**src/rtl/core/grtc_pkg.sv**
```systemverilog
// shared types, codes and constants for the gauge response telegram checker
// no dependencies
package grtc_pkg;

  localparam int unsigned MAX_FRAME     = 25;
  localparam int unsigned QUEUE_DEPTH   = 2;

  localparam logic [4:0]  GOOD_LENGTH   = 5'd20;
  localparam logic [7:0]  CHAR_ZERO     = 8'd48;
  localparam logic [7:0]  CHAR_NINE     = 8'd57;
  localparam logic [7:0]  CHAR_ONE      = 8'd49;
  localparam logic [7:0]  CHAR_SIX      = 8'd54;
  localparam logic [7:0]  CHAR_CR       = 8'h0D;
  localparam logic [15:0] COUNT_MAX     = 16'hFFFF;
  localparam logic [47:0] ZERO_CHARS    = {6{8'd48}};
  localparam logic [7:0]  EXP_ZERO      = 8'hEC;

  localparam logic [9:0]  ADDR_RESET    = 10'd1;
  localparam logic [9:0]  PARAM_RESET   = 10'd740;
  localparam logic [15:0] LIMIT_RESET   = 16'd5;

  localparam logic [1:0]  ACT_BYTE      = 2'd0;
  localparam logic [1:0]  ACT_TIMEOUT   = 2'd1;
  localparam logic [1:0]  ACT_CLEAR     = 2'd2;

  localparam logic [1:0]  REG_ADDR      = 2'd0;
  localparam logic [1:0]  REG_PARAM     = 2'd1;
  localparam logic [1:0]  REG_LIMIT     = 2'd2;

  localparam logic [2:0]  ST_OK           = 3'd0;
  localparam logic [2:0]  ST_NO_RESPONSE  = 3'd1;
  localparam logic [2:0]  ST_WRONG_SIZE   = 3'd2;
  localparam logic [2:0]  ST_BAD_FORMAT   = 3'd3;
  localparam logic [2:0]  ST_BAD_CHECKSUM = 3'd4;

  typedef struct packed {
    logic        is_clear;
    logic [2:0]  status;
    logic [47:0] chars;
  } event_t;

  // three ascii digits of a value, all zero bytes when above 999
  function automatic logic [23:0] dec_chars(input logic [9:0] v);
    logic [15:0] p1;
    logic [3:0]  h;
    logic [9:0]  r10;
    logic [14:0] p2;
    logic [3:0]  t;
    logic [6:0]  o;
    p1  = 16'(v) * 16'd41;
    h   = p1[15:12];
    r10 = v - (10'(h) * 10'd100);
    p2  = 15'(r10[6:0]) * 15'd205;
    t   = p2[14:11];
    o   = r10[6:0] - (7'(t) * 7'd10);
    if (v > 10'd999) begin
      dec_chars = 24'd0;
    end else begin
      dec_chars = {CHAR_ZERO + 8'(h), CHAR_ZERO + 8'(t), CHAR_ZERO + 8'(o[3:0])};
    end
  endfunction

endpackage

```
**src/rtl/core/grtc_front.sv**
```systemverilog
// front end: takes received bytes, timeouts and clears, tracks the frame and judges it on its end
// depends on grtc_pkg
module grtc_front import grtc_pkg::*; (
  input  logic        clk,
  input  logic        rst_n,
  input  logic        in_valid,
  output logic        in_stall,
  input  logic [1:0]  in_action,
  input  logic [7:0]  in_rx_byte,
  input  logic [23:0] addr_chars,
  input  logic [23:0] param_chars,
  input  logic        q_full,
  output logic        push_valid,
  output event_t      push_evt
);

  logic [4:0] cnt_r, cnt_nxt;
  logic [7:0] sum_r, sum_nxt;
  logic       hdr_ok_r, hdr_ok_nxt;
  logic       data_bad_r, data_bad_nxt;
  logic [7:0] data_r [6];
  logic [7:0] data_nxt [6];
  logic [9:0] check_r, check_nxt;
  logic       check_bad_r, check_bad_nxt;

  logic        accept;
  logic [4:0]  cnt_inc;
  logic [7:0]  exp_char;
  logic        is_digit;
  logic        frame_end;
  logic [2:0]  verdict;
  logic [13:0] check_prod;
  logic [2:0]  data_idx;

  assign in_stall = q_full;
  assign accept   = in_valid && !q_full;
  assign cnt_inc  = cnt_r + 5'd1;
  assign is_digit = (in_rx_byte >= CHAR_ZERO) && (in_rx_byte <= CHAR_NINE);
  assign check_prod = (14'(check_r) * 14'd10) + 14'(in_rx_byte[3:0]);
  assign data_idx = 3'(cnt_r - 5'd10);

  always_comb begin
    case (cnt_r)
      5'd0:    exp_char = addr_chars[23:16];
      5'd1:    exp_char = addr_chars[15:8];
      5'd2:    exp_char = addr_chars[7:0];
      5'd3:    exp_char = CHAR_ONE;
      5'd4:    exp_char = CHAR_ZERO;
      5'd5:    exp_char = param_chars[23:16];
      5'd6:    exp_char = param_chars[15:8];
      5'd7:    exp_char = param_chars[7:0];
      5'd8:    exp_char = CHAR_ZERO;
      default: exp_char = CHAR_SIX;
    endcase
  end

  always_comb begin
    cnt_nxt       = cnt_r;
    sum_nxt       = sum_r;
    hdr_ok_nxt    = hdr_ok_r;
    data_bad_nxt  = data_bad_r;
    data_nxt      = data_r;
    check_nxt     = check_r;
    check_bad_nxt = check_bad_r;
    frame_end     = 1'b0;
    verdict       = ST_OK;
    push_valid    = 1'b0;
    push_evt      = '{is_clear: 1'b0, status: ST_OK, chars: ZERO_CHARS};

    if (accept) begin
      case (in_action)
        ACT_TIMEOUT: begin
          push_valid      = 1'b1;
          push_evt.status = ST_NO_RESPONSE;
          cnt_nxt         = '0;
          sum_nxt         = '0;
          hdr_ok_nxt      = 1'b1;
          data_bad_nxt    = 1'b0;
          check_nxt       = '0;
          check_bad_nxt   = 1'b0;
        end
        ACT_CLEAR: begin
          push_valid        = 1'b1;
          push_evt.is_clear = 1'b1;
        end
        ACT_BYTE: begin
          cnt_nxt = cnt_inc;
          if (in_rx_byte != CHAR_CR) begin
            if (cnt_r < 5'd16) begin
              sum_nxt = sum_r + in_rx_byte;
            end
            if (cnt_r < 5'd10) begin
              if (in_rx_byte != exp_char) begin
                hdr_ok_nxt = 1'b0;
              end
            end else if (cnt_r < 5'd16) begin
              data_nxt[data_idx] = in_rx_byte;
              if (!is_digit) begin
                data_bad_nxt = 1'b1;
              end
            end else if (cnt_r < 5'd19) begin
              if (is_digit) begin
                check_nxt = check_prod[9:0];
              end else begin
                check_bad_nxt = 1'b1;
              end
            end
            frame_end = (cnt_inc >= 5'(MAX_FRAME));
          end else begin
            frame_end = 1'b1;
          end

          if (cnt_nxt != GOOD_LENGTH) begin
            verdict = ST_WRONG_SIZE;
          end else if (!hdr_ok_nxt || data_bad_nxt) begin
            verdict = ST_BAD_FORMAT;
          end else if (check_bad_nxt || (check_nxt != {2'b00, sum_nxt})) begin
            verdict = ST_BAD_CHECKSUM;
          end else begin
            verdict = ST_OK;
          end

          if (frame_end) begin
            push_valid      = 1'b1;
            push_evt.status = verdict;
            push_evt.chars  = {data_nxt[0], data_nxt[1], data_nxt[2],
                               data_nxt[3], data_nxt[4], data_nxt[5]};
            cnt_nxt         = '0;
            sum_nxt         = '0;
            hdr_ok_nxt      = 1'b1;
            data_bad_nxt    = 1'b0;
            check_nxt       = '0;
            check_bad_nxt   = 1'b0;
          end
        end
        default: begin
        end
      endcase
    end
  end

  always_ff @(posedge clk) begin
    if (!rst_n) begin
      cnt_r       <= '0;
      sum_r       <= '0;
      hdr_ok_r    <= 1'b1;
      data_bad_r  <= 1'b0;
      check_r     <= '0;
      check_bad_r <= 1'b0;
      for (int i = 0; i < 6; i++) begin
        data_r[i] <= CHAR_ZERO;
      end
    end else begin
      cnt_r       <= cnt_nxt;
      sum_r       <= sum_nxt;
      hdr_ok_r    <= hdr_ok_nxt;
      data_bad_r  <= data_bad_nxt;
      check_r     <= check_nxt;
      check_bad_r <= check_bad_nxt;
      data_r      <= data_nxt;
    end
  end

endmodule

```
**config.mk**
```make
export PLATFORM = sky130hd
export DESIGN_NAME = grtc_front
export DESIGN_NICKNAME = d
export VERILOG_FILES = /design/src/rtl/core/grtc_pkg.sv /design/src/rtl/core/grtc_front.sv
export SDC_FILE = /design/constraint.sdc
export NUM_CORES = 1
export LEC_CHECK = 0
export BUFFER_PORTS_ARGS = -buffer_cell sky130_fd_sc_hd__buf_4
export CAP_MARGIN = 10
export CORE_ASPECT_RATIO = 0.9
export CORE_MARGIN = 2
export CORE_UTILIZATION = 50
export CTS_BUF_LIST = sky130_fd_sc_hd__clkbuf_16
export DETAILED_ROUTE_END_ITERATION = 10
export HOLD_SLACK_MARGIN = 0.06
export PLACE_DENSITY = 0.72
export SLEW_MARGIN = 5
export SYNTH_ARGS = -nofsm -noshare
export SYNTH_HDL_FRONTEND = slang
export SYNTH_SLANG_ARGS = --single-unit
```
**constraint.sdc**
```tcl
create_clock -name clk -period 3.3 [get_ports clk]
set_clock_uncertainty 0.1 [all_clocks]
set_input_delay 0 -clock clk [delete_from_list [all_inputs] [get_ports clk]]
set_output_delay 0 -clock clk [all_outputs]
set_load 0.005 [all_outputs]
```
==> results of run 1 <==
area by class of cell:
class,instances,area [um^2]
clock buffer,9,225.2
clock inverter,6,58.81
fill,959,3973
inverter,10,37.54
multi-input combinational,547,3892
sequential,74,1483
tap,152,190.2
timing repair buffer,140,1086
synthesized netlist by cell type, types with 7 or more instances:
| library cell | n |
|---|---|
| inv_1 | 10 |
| nand3_1 | 33 |
| nor2b_1 | 38 |
| a222oi_1 | 8 |
| a21boi_0 | 22 |
| and2_1 | 13 |
| o21ai_0 | 9 |
| a21oi_1 | 17 |
| ha_1 | 29 |
| a22oi_1 | 19 |
| nor2_1 | 51 |
| dfxtp_1 | 74 |
| xor2_1 | 13 |
| clkbuf_1 | 21 |
| nand2_1 | 85 |
| buf_2 | 23 |
| nor3_1 | 11 |
| nand4_1 | 7 |
| mux2i_1 | 82 |
| xnor2_1 | 11 |
final timing paths:
kind / start / to / slack [ps] / depth (start not counted)
min: q_full / in_stall / 80 / 2
min reg2reg: data_r[34] / data_r[34] / 370 / 2
max reg2reg: cnt_r[1] / check_r[1] / 490 / 9
max: check_r[1] / push_evt[50] / 120 / 10
cell usage in the layout (no fill, tap or decap), drive strengths merged, types with 6 or more instances in the layout:
cell         instances
o22ai                6
nor2b               38
dfxtp               74
nand2               86
o21ai               13
a21oi               17
a21boi              23
mux2i               82
buf                131
dlygate4sd3          9
inv                 10
ha                  29
xor2                13
a22oi               19
xnor2               11
and2                14
clkbuf               9
nor3                11
a222oi               8
nor2                52
nand4                7
nand3               33
nor4                 6
what timing repair did:
action	CTS	global route
hold buffers	9	0
pin swaps	1	0
setup endpoints to repair	1	1
buffers inserted	0	0
hold endpoints to repair	49	0
resized for setup	1	2
cells by family (layout without fill, tap and decap cells):
group	Yosys count	after routing	synth area share, %
xor gates and xnor gates	25	25	4.091
AOI/OAI and AO/OA	127	127	16.34
adders and majority gates	32	32	7.434
muxes	85	85	15.09
DFF	74	74	26.04
and+or+nand+nor	278	278	25.16
buffers and inverters	66	165	5.850
power groups by stage:
stage                     logic [mW]  clock network, mW  registers, mW
final                          0.252              0.972          0.899
after global routing           0.272               1.01          0.898
after CTS                      0.250              0.979          0.898
after detailed placement       0.240                  0          0.918
after global placement         0.237                  0          0.918
after floorplan                0.140                  0          0.918
through the flow:
step           setup WS [ps]  hold slack [ps]  power [mW]
2_1_floorplan          643.1           -19.18       1.058
3_5_place_dp           317.1            83.23       1.158
4_1_cts                82.70            83.44       2.128
6_report               117.4            82.84       2.123
5_1_grt                2.422            93.08       2.179
3_3_place_gp           411.8            78.15       1.155
flip-flops by register name, summed over array words and instances, names as in the netlist:
register and flops:
sum_r 8, check_r 10, cnt_r 5, data_bad_r 1
data_r 48, hdr_ok_r 1, check_bad_r 1
worst max-delay path, cell delays in order, from the launching register on:
cell and delay [ps]:
dfxtp_2 350, ha_1 310, ha_1 240, fa_1 420, xnor2_1 200, nor3_1 350, nand3_1 130, xnor3_1 220
a211oi_1 240, a31oi_1 110, buf_4 150
per-layer routing:
layer  global-route usage (%)  part of all wire, %  vias up
met5                        0                    0        -
met4                    5.527                 0.85        0
met3                    4.872                  6.7       12
met2                    44.52                   48      182
met1                    34.36                   44     2552
li1                         -                    -     2645
==> flow_metrics.env, run 1 <==
export IMPL_dp_cells=914
export IMPL_netlist_area_leader_share_pct=26.04
export IMPL_path_max_fanout=5
export IMPL_relSlewSlack_pct=53.26
export IMPL_die_w_um=116.4
export IMPL_ys_seq_area_share_pct=26.04
export IMPL_syn_inst=687
export IMPL_synth_area_leaders="dfxtp_1, mux2i_1, ha_1, nand2_1, nor2b_1"
export IMPL_synthToLayoutAreaGrowth_pct=22.56
export IMPL_clkSinkCount=74
export IMPL_path_clk_slew_ps=60
export IMPL_postRouteAntennaNets=0
export IMPL_syn_nets=781
export IMPL_p_switching_mw=0.5302
export IMPL_hp_class="in2out"
export IMPL_cp_start_kind="flip-flop"
export IMPL_swShare_pct=24.98
export IMPL_initial_core_util_pct=51.98
export IMPL_design_area_um2=6973
export IMPL_arrival_ps=3080
export IMPL_coreArea_um2=10950
export IMPL_routedWlPerCell_um=17.44
export IMPL_io_buffers=115
export IMPL_period_share_pct=96.44
export IMPL_setup_viol=0
export IMPL_placed_cell_area_um2=6586
export IMPL_antenna_found_initial=0
export IMPL_num_antenna_cells=0
export IMPL_irDropWorstVdd_v=0.0002188
export IMPL_cts_tree="built"
export IMPL_p_comb_share_pct=11.9
export IMPL_layout_drive_gt1_share_pct=21.50
export IMPL_p_per_area_nw_per_um2=304.4
export IMPL_hold_violations=0
export IMPL_maxCapViolations=0
export IMPL_synth_area_um2=5689
export IMPL_status="finished, final reports clean"
export IMPL_clkPwrFrac_pct=45.8
export IMPL_drt_total_wl_um=16360
export IMPL_clock_latency_ps=340
export IMPL_final_util_pct=63.71
export IMPL_power_frac_seq_pct=42.3
export IMPL_htree_num_levels=3
export IMPL_grt_setup_unrepaired="no"
export IMPL_finalCriticalPeriod_ps=3183
export IMPL_hpwl_um=11440
export IMPL_leakagePower_nw=2.917
export IMPL_dr_first_iter_drc_count=410
export IMPL_stdcell_count=938
export IMPL_die_y_um=105.2
export IMPL_yosysWarningCount=0
export IMPL_cts_buffers=9
export IMPL_ys_seq_elements=74
export IMPL_die_area_um2=12250
export IMPL_synth_edf_count=0
export IMPL_vias_per_cell=5.747
export IMPL_synth_avg_cell_area_um2=8.281
export IMPL_max_freq_mhz=314.2
export IMPL_cp_end_kind="output port"
export IMPL_fin_tns_setup_ps=0
export IMPL_rows=36
export IMPL_synth_cell_type_count=76
export IMPL_grt_usage_pct=26.20
export IMPL_post_route_drc_count=0
export IMPL_grt_first_pass_wirelength_um=25450
export IMPL_ios=116
export IMPL_yosys_area_top_type="dfxtp_1"
export IMPL_grt_max_degree=76
export IMPL_p_int_mw=1.593
export IMPL_clockBufferDepth=2
export IMPL_path_class="reg2out"
export IMPL_clock_root_buffer="clkbuf_16"
export IMPL_drv_slew=0
export IMPL_tightestPinTransition_ps=696.4
export IMPL_async_flop_share_pct=0
export IMPL_overflow=0
export IMPL_yosys_most_used_dff="dfxtp_1"
export IMPL_grt_pass1_vias=5064
export IMPL_drt_first_pass_iters=5
export IMPL_vias=5391
export IMPL_nets=876
export IMPL_gp_congestion=0.8656
export IMPL_required_ps=3200
No activity file was read; power rests on OpenSTA's default activity.
==> inputs of run 2 (changes only) <==
Settings changed: HOLD_SLACK_MARGIN 0.06 to 0.15, PLACE_DENSITY 0.72 to 0.74.
==> flow_metrics.env, run 2 (synthesis gave the netlist of run 1 again) <==
export IMPL_status="finished, final reports clean"
export IMPL_final_common_cell="buf_4"
export IMPL_hold_violations=0
export IMPL_hp_class="in2out"
export IMPL_path_max_fanout=5
export IMPL_io_buffers=115
export IMPL_grt_usage_pct=26.31
export IMPL_overflow=0
export IMPL_arrival_ps=3110
export IMPL_path_clk_slew_ps=60
export IMPL_vias=5508
export IMPL_power_frac_seq_pct=41.5
export IMPL_swShare_pct=25.53
export IMPL_layout_drive_gt1_share_pct=22.92
export IMPL_dr_first_iter_drc_count=371
export IMPL_htree_num_levels=3
export IMPL_hp_start="in_action[1]"
export IMPL_initial_core_util_pct=51.98
export IMPL_cpMostUsedCell="ha_1"
export IMPL_max_stage_delay_ps=560
export IMPL_final_util_pct=64.67
export IMPL_setup_viol=0
export IMPL_ios=116
export IMPL_cts_buffers=9
export IMPL_post_cts_buffers=0
export IMPL_vias_per_cell=5.822
export IMPL_p_comb_share_pct=11.8
export IMPL_postRouteAntennaNets=0
export IMPL_finalCriticalPeriod_ps=3210
export IMPL_top_regs="data_r: 48 flops, check_r: 10 flops, sum_r: 8 flops"
export IMPL_post_route_drc_count=0
export IMPL_rows=36
export IMPL_clock_root_buffer="clkbuf_16"
export IMPL_relSlewSlack_pct=56.50
export IMPL_cts_tree="built"
export IMPL_p_switching_mw=0.5519
export IMPL_clkPwrFrac_pct=46.6
export IMPL_drt_total_wl_um=16370
export IMPL_layout_common_cells="buf_4, nand2_1, mux2i_1"
export IMPL_r2r_start="cnt_r[2]"
export IMPL_top_register="data_r"
export IMPL_max_freq_mhz=311.6
export IMPL_fin_tns_setup_ps=0
export IMPL_synthToLayoutAreaGrowth_pct=24.41
export IMPL_antenna_found_initial=0
export IMPL_p_per_area_nw_per_um2=305.5
export IMPL_grt_first_pass_wirelength_um=25810
export IMPL_path_cells="ha_1 -> ha_1 -> fa_2 -> nand2_1 -> nor3_1 -> nand3_1 -> xnor3_1 -> a211oi_2 -> a31oi_1 -> buf_4"
export IMPL_irDropWorstVdd_v=0.0002058
export IMPL_clockBufferDepth=2
export IMPL_path_class="reg2out"
export IMPL_tightestPinTransition_ps=652.5
export IMPL_drv_slew=0
export IMPL_grt_max_degree=76
export IMPL_required_ps=3200
export IMPL_p_int_mw=1.610
export IMPL_clock_latency_ps=330
export IMPL_clkSinkCount=74
export IMPL_grt_pass1_vias=5191
export IMPL_die_w_um=116.4
export IMPL_coreArea_um2=10950
export IMPL_die_area_um2=12250
export IMPL_leakagePower_nw=2.952
export IMPL_largest_reg_flops=48
export IMPL_num_antenna_cells=0
export IMPL_cp_end_kind="output port"
export IMPL_routedWlPerCell_um=17.30
export IMPL_cp_start_kind="flip-flop"
export IMPL_dp_cells=918
export IMPL_design_area_um2=7078
export IMPL_nets=883
export IMPL_hpwl_um=11480
export IMPL_stdcell_count=946
export IMPL_startpoint="check_r[1]"
export IMPL_period_share_pct=97.26
export IMPL_die_y_um=105.2
export IMPL_maxCapViolations=0
export IMPL_hold_worst_slack_ps=296.2
export IMPL_cpMaxStageDelayCell="fa_2"
export IMPL_gp_congestion=0.8721
export IMPL_placed_cell_area_um2=6604
export IMPL_drt_first_pass_iters=5
==> run 2: what timing repair did <==
action,4_1_cts,5_1_grt
hold endpoints to repair,63,0
hold buffers,12,0
cloned,0,0
pin swaps,1,1
resized for setup,2,10
endpoints found under the setup margin,1,1
==> run 2: worst paths after layout <==
| path | slack [ps] | cells past startpoint | endpoint |
|---|---|---|---|
| worst max-delay path | 90 | 10 | push_evt[50] |
| worst min-delay path | 300 | 4 | push_valid |
| worst max register to register | 450 | 9 | data_r[39] |
| worst min register to register | 370 | 2 | data_r[41] |
==> run 2: layer usage <==
layer / routed length (um) / track usage, % / up-vias
li1: - / - / 2644
met1: 7406 / 35.81 / 2633
met2: 7720 / 43.40 / 210
met3: 1033 / 4.002 / 21
met4: 206 / 6.463 / 0
met5: 0 / 0 / -
==> run 2: worst max-delay path: cells and delay by family, from the launching register on <==
| kind | cells | cell delay, ps |
|---|---|---|
| compound gates | 2 | 370 |
| fa+ha+maj | 3 | 1120 |
| buf+inv | 1 | 140 |
| flops | 1 | 350 |
| xor+xnor | 1 | 250 |
| simple gates | 3 | 540 |
==> run 2: layout make-up <==
cell class	instances	area, um^2
Clock buffer	9	225.2
Tap cell	152	190.2
Timing Repair Buffer	147	1134
Multi-Input combinational cell	547	3931
Inverter	10	37.54
Fill cell	932	3867
Clock inverter	7	76.32
Sequential cell	74	1484
==> run 2: power by group through the flow <==
stage | clock network (mW) | logic [mW] | registers [mW]
after floorplan | 0 | 0.140 | 0.918
after global placement | 0 | 0.237 | 0.918
after detailed placement | 0 | 0.242 | 0.918
after CTS | 1.02 | 0.253 | 0.898
after global routing | 1.06 | 0.275 | 0.898
final | 1.01 | 0.256 | 0.898
==> run 2: metrics by stage <==
| step | total power, mW | setup WS [ps] |
|---|---|---|
| finish | 2.162 | 90.47 |
| global route | 2.232 | -80.27 |
| CTS | 2.173 | 98.11 |
| detailed placement | 1.160 | 252.7 |
| global placement | 1.155 | 411.9 |
| floorplan | 1.058 | 643.1 |
==> inputs of run 3 (changes only) <==
Settings changed: REMOVE_ABC_BUFFERS set to 1.
==> flow_metrics.env, run 3 (synthesis gave the netlist of run 1 again) <==
export IMPL_max_freq_mhz=321.3
export IMPL_drt_first_pass_iters=5
export IMPL_drt_total_wl_um=15760
export IMPL_finalCriticalPeriod_ps=3113
export IMPL_postRouteAntennaNets=0
export IMPL_path_class="reg2out"
export IMPL_status="finished, final reports clean"
export IMPL_vias=5423
export IMPL_cp_start_kind="flip-flop"
export IMPL_path_max_fanout=5
export IMPL_routedWlPerCell_um=16.59
export IMPL_hold_violations=0
export IMPL_drv_slew=0
export IMPL_nets=887
export IMPL_ff2ff_setup_slack_ps=360
export IMPL_cts_tree="built"
export IMPL_setup_viol=0
export IMPL_cts_buffers=9
export IMPL_die_area_um2=12250
export IMPL_design_area_um2=7123
export IMPL_clkSinkCount=74
export IMPL_placed_cell_area_um2=6616
export IMPL_setup_slack_ps=187.4
export IMPL_pre_cts_ws_ps=282.3
export IMPL_fillCellCount=936
export IMPL_io_buffers=115
export IMPL_p_per_area_nw_per_um2=302.2
export IMPL_relSlewSlack_pct=51.78
export IMPL_period_share_pct=94.32
export IMPL_layout_common_cells="buf_4, nand2_1, mux2i_1"
export IMPL_post_route_drc_count=0
export IMPL_arrival_ps=3010
export IMPL_gp_congestion=0.8764
export IMPL_overflow=0
export IMPL_irDropWorstVdd_v=0.0001876
export IMPL_largest_reg_flops=48
export IMPL_clock_latency_ps=340
export IMPL_grt_max_degree=76
export IMPL_grt_pass1_vias=5097
export IMPL_hpwl_um=11060
export IMPL_clockBufferDepth=2
export IMPL_grt_usage_pct=25.50
export IMPL_grt_first_pass_wirelength_um=24870
export IMPL_clock_root_buffer="clkbuf_16"
export IMPL_dr_first_iter_drc_count=334
export IMPL_final_common_cell="buf_4"
export IMPL_layout_drive_gt1_share_pct=22.68
export IMPL_initial_core_util_pct=51.98
export IMPL_coreArea_um2=10950
export IMPL_path_clk_slew_ps=60
export IMPL_die_w_um=116.4
export IMPL_rows=36
export IMPL_ios=116
export IMPL_hp_class="in2out"
export IMPL_maxCapViolations=0
export IMPL_required_ps=3200
export IMPL_die_y_um=105.2
export IMPL_top_register="data_r"
export IMPL_htree_num_levels=3
export IMPL_tightestPinTransition_ps=722.3
export IMPL_num_antenna_cells=0
export IMPL_top_regs="data_r: 48 flops, check_r: 10 flops, sum_r: 8 flops"
export IMPL_hold_worst_slack_ps=285.9
export IMPL_grt_setup_unrepaired="no"
export IMPL_cp_end_kind="output port"
export IMPL_vias_per_cell=5.708
export IMPL_synthToLayoutAreaGrowth_pct=25.20
export IMPL_fin_tns_setup_ps=0
export IMPL_leakagePower_nw=2.976
export IMPL_final_util_pct=65.08
export IMPL_antenna_found_initial=0
## run 3: final cells by class
class | instances | area [um^2] | share of cell area, %
timing repair buffer | 151 | 1184 | 16.62
sequential | 74 | 1483 | 20.82
tap | 152 | 190.2 | 2.670
multi-input combinational | 547 | 3928 | 55.14
clock inverter | 7 | 76.32 | 1.071
clock buffer | 9 | 225.2 | 3.162
inverter | 10 | 37.54 | 0.5270
## run 3: path summary, 6_finish.rpt
kind,startpoint,to,cells past startpoint
max,check_r[1],push_evt[50],11
min,in_action[1],push_valid,4
max reg2reg,cnt_r[2],data_r[32],9
min reg2reg,data_r[23],data_r[23],2
## run 3: what timing repair did
action                     in CTS  in global routing
gates resized for setup         3                  8
setup buffers                   1                  0
hold buffers                   15                  0
setup endpoints to repair       1                  1
pin swaps                       1                  2
hold endpoints to repair       71                  0
## run 3: worst max-delay path, stage by stage, from the launching register on
cell and delay [ps]:
dfxtp_2 350, ha_1 300, ha_2 210, fa_2 550
nand2_1 80, a21o_1 200, nor4_4 160, xnor2_1 160
o21ai_1 110, nor4_2 300, a31oi_1 120, buf_4 140
## run 3: per-stage QoR
stage	std cells	power [mW]
after floorplan	631	1.028
after global placement	918	1.155
after detailed placement	918	1.162
after CTS	950	2.161
after global routing	950	2.223
final	950	2.153
## run 3: metal layers
metal,wire length [um],GRT usage [%]
met4,319,8.248
met3,926,4.234
met2,7641,43.85
met1,6872,32.14
met5,0,0
## run 3: power breakdown
group          internal, mW  switching (mW)  total (mW)  leakage, nW
clock                 0.591           0.406       0.997        0.144
combinational         0.123           0.135       0.257         2.23
sequential            0.896         0.00295       0.899        0.597
total                  1.61           0.544        2.15         2.98
